--- src/rtl/gdu_pkg.sv ---
package gdu_pkg;

    // Field widths of one input item.
    localparam int unsigned DayW   = 5;
    localparam int unsigned MonthW = 4;
    localparam int unsigned YearW  = 14;
    localparam int unsigned OrdW   = 9;

    // Packed widths of the stream data buses, padded to whole bytes.
    localparam int unsigned InFieldW  = DayW + MonthW + YearW;
    localparam int unsigned OutFieldW = 1 + DayW + OrdW + 2 * (DayW + MonthW + YearW);
    localparam int unsigned InDataW   = ((InFieldW + 7) / 8) * 8;
    localparam int unsigned OutDataW  = ((OutFieldW + 7) / 8) * 8;

    // Calendar constants.
    localparam logic [MonthW-1:0] MonthJan = 4'd1;
    localparam logic [MonthW-1:0] MonthFeb = 4'd2;
    localparam logic [MonthW-1:0] MonthDec = 4'd12;
    localparam logic [YearW-1:0]  YearMax  = 14'd9999;
    localparam logic [DayW-1:0]   DaysDec  = 5'd31;

    // Division by 100 as a multiply by a scaled reciprocal. For any 14-bit
    // value the rounding error stays well below one step of the quotient.
    localparam int unsigned RecipW     = 13;
    localparam int unsigned RecipShift = 19;
    localparam logic [RecipW-1:0] Recip100 = 13'd5243;
    localparam int unsigned QuotW      = 8;
    localparam int unsigned ProdW      = YearW + RecipW;

    typedef struct packed {
        logic [YearW-1:0]  year;
        logic [MonthW-1:0] month;
        logic [DayW-1:0]   day;
    } t_date_in;

    typedef struct packed {
        logic [YearW-1:0]  prev_year;
        logic [MonthW-1:0] prev_month;
        logic [DayW-1:0]   prev_day;
        logic [YearW-1:0]  next_year;
        logic [MonthW-1:0] next_month;
        logic [DayW-1:0]   next_day;
        logic [OrdW-1:0]   ordinal_day;
        logic [DayW-1:0]   month_length;
        logic              date_valid;
    } t_date_out;

    // Days in a month; zero for a month number that does not exist.
    function automatic logic [DayW-1:0] month_days(
        input logic [MonthW-1:0] month,
        input logic              leap
    );
        logic [DayW-1:0] len;
        case (month) inside
            4'd1, 4'd3, 4'd5, 4'd7, 4'd8, 4'd10, 4'd12: len = 5'd31;
            4'd4, 4'd6, 4'd9, 4'd11:                    len = 5'd30;
            4'd2:                                       len = leap ? 5'd29 : 5'd28;
            default:                                    len = 5'd0;
        endcase
        return len;
    endfunction

    // Days before the first of a month in a common year.
    function automatic logic [OrdW-1:0] days_before(input logic [MonthW-1:0] month);
        logic [OrdW-1:0] cnt;
        case (month)
            4'd2:    cnt = 9'd31;
            4'd3:    cnt = 9'd59;
            4'd4:    cnt = 9'd90;
            4'd5:    cnt = 9'd120;
            4'd6:    cnt = 9'd151;
            4'd7:    cnt = 9'd181;
            4'd8:    cnt = 9'd212;
            4'd9:    cnt = 9'd243;
            4'd10:   cnt = 9'd273;
            4'd11:   cnt = 9'd304;
            4'd12:   cnt = 9'd334;
            default: cnt = 9'd0;
        endcase
        return cnt;
    endfunction

endpackage

--- src/rtl/gregorian_date_unit.sv ---
// Gregorian date unit: validity, month length, day of year, next and previous date.
// Items pass the input register, then the result register. One item per cycle unless
// the output stalls; an input register and a result register hold one item each, so
// while a result waits the input takes one more item and then stalls.
// Reset (i_rst_n low, synchronous) empties both registers; data is not cleared.
module gregorian_date_unit (
    input  logic                          i_clk,
    input  logic                          i_rst_n,
    input  logic                          s_axis_tvalid,
    output logic                          s_axis_tready,
    // Fields from bit 0 up: day[4:0], month[8:5], year[22:9], zero padding.
    input  logic [gdu_pkg::InDataW-1:0]   s_axis_tdata,
    output logic                          m_axis_tvalid,
    input  logic                          m_axis_tready,
    // Fields from bit 0 up: date_valid, month_length, ordinal_day, next_day,
    // next_month, next_year, prev_day, prev_month, prev_year, zero padding.
    output logic [gdu_pkg::OutDataW-1:0]  m_axis_tdata
);

    logic                r_in_valid;
    gdu_pkg::t_date_in   r_in;
    logic                r_out_valid;
    gdu_pkg::t_date_out  r_out;

    logic                advance;
    gdu_pkg::t_date_out  n_out;

    logic [gdu_pkg::DayW-1:0]   d;
    logic [gdu_pkg::MonthW-1:0] m;
    logic [gdu_pkg::YearW-1:0]  y;
    logic [gdu_pkg::ProdW-1:0]  prod;
    logic [gdu_pkg::QuotW-1:0]  quot;
    logic [gdu_pkg::YearW:0]    quot_x100;
    logic                       div4;
    logic                       div100;
    logic                       leap;
    logic [gdu_pkg::DayW-1:0]   len;
    logic [gdu_pkg::DayW-1:0]   prev_len;
    logic                       valid;

    // Handshake: the input stage moves on when the result register is free.
    assign advance       = !r_out_valid || m_axis_tready;
    assign s_axis_tready = !r_in_valid || advance;

    // Input register.
    always_ff @(posedge i_clk) begin
        if (!i_rst_n) begin
            r_in_valid <= 1'b0;
        end else if (s_axis_tready) begin
            r_in_valid <= s_axis_tvalid;
        end
        if (s_axis_tready && s_axis_tvalid) begin
            r_in <= s_axis_tdata[gdu_pkg::InFieldW-1:0];
        end
    end

    assign d = r_in.day;
    assign m = r_in.month;
    assign y = r_in.year;

    // Leap rule: divisible by 4, and not by 100 unless by 400.
    assign prod      = {{gdu_pkg::RecipW{1'b0}}, y} * {{gdu_pkg::YearW{1'b0}}, gdu_pkg::Recip100};
    assign quot      = prod[gdu_pkg::RecipShift +: gdu_pkg::QuotW];
    assign quot_x100 = {1'b0, quot, 6'b0} + {2'b0, quot, 5'b0} + {5'b0, quot, 2'b0};
    assign div4      = (y[1:0] == 2'b00);
    assign div100    = (quot_x100 == {1'b0, y});
    assign leap      = div4 && (!div100 || (quot[1:0] == 2'b00));

    assign len      = gdu_pkg::month_days(m, leap);
    assign prev_len = gdu_pkg::month_days(m - 4'd1, leap);

    // A real date needs a month that exists, a year in range and a day in the month.
    assign valid = (len != '0) && (y != '0) && (y <= gdu_pkg::YearMax)
                && (d != '0) && (d <= len);

    // Result of one item; everything but the flag stays zero for an invalid date.
    always_comb begin
        n_out = '0;
        if (valid) begin
            n_out.date_valid   = 1'b1;
            n_out.month_length = len;
            n_out.ordinal_day  = gdu_pkg::days_before(m) + {4'b0, d}
                               + {8'b0, (m > gdu_pkg::MonthFeb) && leap};

            // Following date.
            n_out.next_day   = d + 5'd1;
            n_out.next_month = m;
            n_out.next_year  = y;
            if (d == len) begin
                n_out.next_day = 5'd1;
                if (m == gdu_pkg::MonthDec) begin
                    n_out.next_month = gdu_pkg::MonthJan;
                    n_out.next_year  = y + 14'd1;
                end else begin
                    n_out.next_month = m + 4'd1;
                end
            end

            // Preceding date.
            n_out.prev_day   = d - 5'd1;
            n_out.prev_month = m;
            n_out.prev_year  = y;
            if (d == 5'd1) begin
                if (m == gdu_pkg::MonthJan) begin
                    n_out.prev_month = gdu_pkg::MonthDec;
                    n_out.prev_year  = y - 14'd1;
                    n_out.prev_day   = gdu_pkg::DaysDec;
                end else begin
                    n_out.prev_month = m - 4'd1;
                    n_out.prev_day   = prev_len;
                end
            end
        end
    end

    // Result register.
    always_ff @(posedge i_clk) begin
        if (!i_rst_n) begin
            r_out_valid <= 1'b0;
        end else if (advance) begin
            r_out_valid <= r_in_valid;
        end
        if (advance && r_in_valid) begin
            r_out <= n_out;
        end
    end

    assign m_axis_tvalid = r_out_valid;
    assign m_axis_tdata  = {{(gdu_pkg::OutDataW - gdu_pkg::OutFieldW){1'b0}}, r_out};

endmodule
--- config.mk ---
export PLATFORM = sky130hd
export DESIGN_NAME = gregorian_date_unit
export DESIGN_NICKNAME = d
export VERILOG_FILES = /design/src/rtl/gdu_pkg.sv /design/src/rtl/gregorian_date_unit.sv
export SDC_FILE = /design/constraint.sdc
export NUM_CORES = 1
export LEC_CHECK = 0
export ABC_AREA = 1
export BUFFER_PORTS_ARGS = -buffer_cell sky130_fd_sc_hd__buf_4
export CAP_MARGIN = 20
export CORE_ASPECT_RATIO = 0.5
export CORE_MARGIN = 2
export CORE_UTILIZATION = 45
export CTS_CLUSTER_DIAMETER = 100
export CTS_CLUSTER_SIZE = 20
export DETAILED_ROUTE_END_ITERATION = 10
export PLACE_DENSITY_LB_ADDON = 0.08
export SYNTH_ARGS = -nofsm -noshare
export SYNTH_HDL_FRONTEND = slang
export SYNTH_SLANG_ARGS = --single-unit
--- constraint.sdc ---
create_clock -name i_clk -period 10.8 [get_ports i_clk]
set_input_delay 0 -clock i_clk [delete_from_list [all_inputs] [get_ports i_clk]]
set_output_delay 0 -clock i_clk [all_outputs]
set_load 0.05 [all_outputs]
* Word level (Yosys, flattened, before mapping)
Memories as Yosys holds them, arrays and structs flattened. A register that Yosys moved wholly into a read port is not among the register bits.
Cells that the tools add are included.
** Operators by class
- $add $sub $neg :: 10
- $mul :: 1
- Magnitude comparators :: 3
- Eq/ne operators :: 27
- Mux-type cells :: 16
- Bitwise gates (word level) :: 1
- Reduce and logical (&&, ||, !) cells :: 24
** Operators by type and width (count)
- 23-bit two-way mux :: 2
- 4-bit == test (second input constant) :: 10
- 4-bit by 3-bit == test with 1-bit output (second input constant) :: 8
- 5-bit two-way mux :: 6
- 14-bit two-way mux :: 2
- 14-bit by 13-bit multiplier with 27-bit output (second input constant) :: 1
- 9-bit two-way mux :: 2
- 4-bit by 2-bit == test with 1-bit output (second input constant) :: 4
- 14-bit by 13-bit adder with 15-bit output :: 1
- 15-bit by 10-bit adder with 15-bit output :: 1
- 15-bit by 14-bit == test with 1-bit output :: 1
- 14-bit by 1-bit adder with 14-bit output (second input constant) :: 1
- 14-bit less-or-equal comparator (second input constant) :: 1
- 14-bit nonzero test :: 1
- 7-bit OR reduction :: 2
- 14-bit by 1-bit subtractor with 14-bit output (second input constant) :: 1
- 5-bit nonzero test :: 2
- 9-bit by 1-bit adder with 9-bit output :: 1
- 9-bit by 5-bit adder with 9-bit output :: 1
- 4-bit by 1-bit == test with 1-bit output (second input constant) :: 2
- 1-bit logical AND :: 8
- 4-bit two-way mux :: 2
- 4-bit OR reduction :: 2
- 5-bit by 1-bit adder with 5-bit output (second input constant) :: 1
- 13 further kinds :: 19
** Word-level totals
- Bits in registers :: 86
- Memory bits (read-only) :: 144
- Input port bits :: 28
- Word-level logic and storage cells :: 98
- Memories :: 1
** Memories
- (no name shown) :: depth 16, bits a word 9, rd ports 1, clocked after memory_dff 1, wr ports 0, RTL line gdu_pkg.sv:66 : case (month)

* Longest topological paths before layout
- Word-level depth :: 19
- Mapped depth :: 55
- Mapped depth without buffers :: 55

* Worst setup path after synthesis
OpenSTA, ideal clock, no wires.
- Path kind :: reg2reg
- Start :: register r_in (netlist bit y[11])
- End :: register r_out (netlist bit m_axis_tdata[14]), data pin
- Data arrival time :: 7931 ps
- Slack :: 2610 ps
- Stages on the path, launching flop included :: 48
- Path buffers :: 0
- Clock period less this slack :: 8190 ps
- Path through :: edfxtp_1 fa_1 ha_1 inv_1 fa_1 inv_1 fa_1 inv_1 fa_1 inv_1 ha_1 a21oi_1 o21ai_0 a21oi_2 nand2_1 a31oi_1 o21ai_2 nand2_1 [12 not listed] nand2_1 nand2_1 xor2_1 inv_1 nand2_1 nor2_1 nand2_2 o2111ai_1 fa_1 fa_1 inv_1 a21oi_1 o21bai_1 nand2_1 a21oi_1 nand3_1 o21ai_0 a21oi_1
** On the way
- Longest elaborated chain between the ends :: 16
** Ends and longest elaborated chain
- start, declared :: RTL line gregorian_date_unit.sv:21 : gdu_pkg::t_date_in r_in;
- start signal, assigned :: RTL line gregorian_date_unit.sv:53 : r_in <= s_axis_tdata[gdu_pkg::InFieldW-1:0];
- branches (longest 16 deep; another with 14-bit by 13-bit multiplier with 27-bit output)
- end signal, assigned :: RTL line gregorian_date_unit.sv:124 : r_out <= n_out;
- end, declared :: RTL line gregorian_date_unit.sv:23 : gdu_pkg::t_date_out r_out;
Parallel ways; which one is timed is not known.
A chain may end at the register's enable or synchronous reset.

* Worst setup path after layout
- Start :: register r_in (netlist bit y[6])
- End :: register r_out (netlist bit m_axis_tdata[11]), data pin
** On the way
- Longest elaborated chain between the ends :: 16
** Ends and longest elaborated chain
- 14-bit by 13-bit multiplier with 27-bit output :: RTL line gregorian_date_unit.sv:62 : assign prod = {{gdu_pkg::RecipW{1'b0}}, y} * {{gdu_pkg::YearW{1'b0}}, gdu_pkg::Recip100};
- 14-bit by 13-bit adder with 15-bit output :: RTL line gregorian_date_unit.sv:64 : assign quot_x100 = {1'b0, quot, 6'b0} + {2'b0, quot, 5'b0} + {5'b0, quot, 2'b0};
- 15-bit by 10-bit adder with 15-bit output :: RTL line gregorian_date_unit.sv:64
- 15-bit by 14-bit == test with 1-bit output :: RTL line gregorian_date_unit.sv:66 : assign div100 = (quot_x100 == {1'b0, y});
- 1-bit zero test :: RTL line gregorian_date_unit.sv:67 : assign leap = div4 && (!div100 || (quot[1:0] == 2'b00));
- 1-bit logical OR * :: RTL line gregorian_date_unit.sv:67
- 1-bit logical AND * :: RTL line gregorian_date_unit.sv:67
- 1-bit two-way mux * :: RTL line gdu_pkg.sv:57 : 4'd2: len = leap ? 5'd29 : 5'd28;
- 5-bit two-way mux * (3 in series) :: RTL line gdu_pkg.sv:54 : case (month) inside
- net len (one bit) :: RTL line gregorian_date_unit.sv:37 : logic [gdu_pkg::DayW-1:0] len;
- branches (longest 4 deep; another with 5-bit less-or-equal comparator)
- 1-bit logical AND * :: RTL line gregorian_date_unit.sv:74 : && (d != '0) && (d <= len);
Mark *: on every way through the listed nets, which the timed path passes.

==> impl_metrics.tcl <==
set metrics [dict create \
    outcome "finished clean" \
    dieArea_um2 22100 \
    rsz0062_at_grt "no" \
    vias 6971 \
    seq_area_um2 2680 \
    initial_core_util 0.458 \
    reg2reg_depth 43 \
    clock_path_buffers 2 \
    fin_cells 1416 \
    setup.worst_path.class "reg2reg" \
    dp_cells 1375 \
    r2r_slack_ns 1.25 \
    synth_flop_cell "edfxtp_1" \
    syn_area_per_cell_um2 9.22 \
    core_area_um2 20500 \
    first_pass_iters 5 \
    viasPerCell 4.92 \
    leakagePower_nw 5.46 \
    min_path_type "in2reg" \
    drive_above_1_share 0.129 \
    syn-cell-area_um2 9390 \
    synthTopCellsByArea "edfxtp_1, ha_1, fa_1, inv_1, nand2_1" \
    tightestPinTransition_ns 1.06 \
    cts_sinks 93 \
    critPathArrivalTime_ns 9.65 \
    fill_cells 1942 \
    io_pins 94 \
    whs_ns 0.151 \
    worstSkewPairLatency_ns 0.35 \
    postSynth.asyncResetShare 0 \
    layout.nets 1400 \
    crit_top_cell "nand2_1" \
    area_growth_pct 16.2 \
    wl_per_cell_um 15.3 \
    first_iter_violations 339 \
    numPortBuffers 89 \
    synth_top_area_share 0.262 \
    cp_max_fo 39 \
    hpwl_um 17700 \
    fin_crit_sh 0.884 \
    diodes 0 \
    multi_input_area_um2 5830 \
    finalClockSkew_ns 0.0138 \
    fin_crit_ns 9.55 \
    slowest_delay_ns 0.70 \
    hold_start "s_axis_tvalid" \
    crit_buf_inv 8 \
    fmax_mhz 105 \
    hold-path-cell-count 3 \
    cts_max_level 3 \
    syn_inst 1019 \
    powerDensity_nw_per_um2 260 \
    synth_largest_area_cell "edfxtp_1" \
    drc_errors 0 \
    fin_ws_ns 1.25 \
    place_ws_ns 1.27 \
    globalplace.congestion 0.864 \
    slew_viol_final 0 \
    hold_viol 0 \
    post_cts_buffers 0 \
    rows 37 \
    cp-end-kind "register" \
    synth_edf_count 82 \
    crit_required_ns 10.90 \
    ys_types 44 \
    grt_max_degree 40 \
    dieWidth_um 208 \
    slowest_stage "edfxtp_1" \
    vdd_ir_drop_max_v 0.000200 \
    grt_pass1_vias 6969 \
    grt_overflow 0 \
    holdPathEnd "r_in_valid$_SDFFE_PN0N_" \
    cts_tree "built" \
    relSlewSlack 0.292 \
    antenna_found_initial 0 \
    synth-seq-cells 93 \
    reg2reg_from "y[6]$_DFFE_PP_" \
    yosys_warnings 0 \
    drv_cap 0 \
    critPathTopFamily "adder cells" \
    final.setup.tns_ns 0 \
    worstSetupStartpointType "register" \
    drt-total-wl_um 21700 \
    die_h_um 106 \
    yosysSeqAreaShare 0.286 \
    reg2reg_to "m_axis_tdata[11]$_SDFFCE_PN0P_" \
    grt_pass1_wl_um 36100 \
    clkTransAtPathRegs_ns 0.06 \
    track_usage 0.207 \
    cts_made_buffers 9 \
    fin_total_pwr_mw 2.83 \
    clockRootBuffer "clkbuf_16" \
    ant_nets 0 \
    setup_viol_count_final 0 \
]
## flip-flops by register name, indices dropped and copies added, names as in the netlist, named ones only
register / count
m: 4
m_axis_tvalid: 1
d: 5
y: 14
m_axis_tdata: 59
r_in_valid: 1
## layout make-up
| type | instances | area share |
|---|---|---|
| clock buffers | 11 | 0.0213 |
| clock inverters | 5 | 0.00688 |
| inverters | 213 | 0.0733 |
| multi-input cells | 703 | 0.535 |
| flip-flops and latches | 93 | 0.246 |
| well taps | 273 | 0.0313 |
| repair buffers | 118 | 0.0869 |
## cells by family after synthesis
family | synth area share
adders and majority gates | 0.368
DFF | 0.286
other | 0.000399
and+or+nand+nor | 0.153
buffers and inverters | 0.0954
AOI/OAI and AO/OA | 0.0721
xor gates and xnor gates | 0.0261
## stage by stage
| step | util | instance area, µm² |
|---|---|---|
| finish | 0.532 | 10900 |
| global route | 0.532 | 10900 |
| CTS | 0.532 | 10900 |
| detailed placement | 0.505 | 10400 |
| global placement | 0.505 | 10400 |
| floorplan | - | 9400 |
## layout by cell type (no fill, tap or decap), types with 3 or more instances in the layout
cell             n
inv_2           10
nor2_1          71
o21ai_0         33
dfxtp_1         11
nand2_1        148
a31oi_1          4
nand3_1         42
xor2_1          22
nor2_2           5
o21a_1           3
fa_1            70
o21bai_1         3
xnor2_1          6
conb_1           3
inv_1          203
nand3_2          5
ha_1           164
nor2_4           6
o22ai_1          4
o21ai_1          6
nand4_1         10
clkbuf_16        9
nand2_2          5
a21oi_1         56
buf_4           93
dlygate4sd3_1   25
edfxtp_1        82
nor3_1          15
## synthesized netlist by cell type, types with 10 or more instances
cell / count
nand3_1: 42
fa_1: 70
xor2_1: 22
ha_1: 164
o21ai_0: 33
inv_1: 203
inv_2: 10
nand4_1: 10
edfxtp_1: 82
dfxtp_1: 11
nor3_1: 15
nor2_1: 71
a21oi_1: 57
nand2_1: 148
## layer usage
layer	wire length [µm]	vias to the layer above	track usage
met4	187	0	0.0385
met3	840	15	0.0325
met5	0	-	0
met2	9870	140	0.338
met1	10800	3288	0.294
li1	-	3528	-
## worst register-to-register path: cells and delay by family, from the launching register on
family	cells	cell delay (ns)
DFF	1	0.70
xor gates and xnor gates	1	0.22
AOI/OAI and AO/OA	7	1.49
adders and majority gates	9	3.85
buffers and inverters	8	1.33
and+or+nand+nor	18	1.71
## power breakdown
part	switching (mW)	leakage [nW]	internal (mW)
clock network	0.131	0.145	0.201
logic	1.28	4.40	0.779
registers	0.0231	0.908	0.421
total	1.43	5.46	1.40
## repair_timing
item | 4_1_cts | 5_1_grt
endpoints found under the setup margin | 0 | 0
hold endpoints to repair | 25 | 0
gates resized for setup | 0 | 0
hold buffers | 25 | 0
## how the worst max path moves through the flow
stage                                from                              to  depth (start not counted)  slack, ns
final                      y[6]$_DFFE_PP_  m_axis_tdata[11]$_SDFFCE_PN0P_                         43       1.25
after global routing       y[6]$_DFFE_PP_  m_axis_tdata[37]$_SDFFCE_PN0P_                         47       0.33
after CTS                  y[6]$_DFFE_PP_  m_axis_tdata[11]$_SDFFCE_PN0P_                         43       1.24
after detailed placement   y[6]$_DFFE_PP_  m_axis_tdata[11]$_SDFFCE_PN0P_                         43       1.27
after global placement     y[6]$_DFFE_PP_  m_axis_tdata[41]$_SDFFCE_PN0P_                         43       1.31
after floorplan           y[11]$_DFFE_PP_  m_axis_tdata[14]$_SDFFCE_PN0P_                         47       2.61
Note: power is estimated with default switching activity, not from simulation.
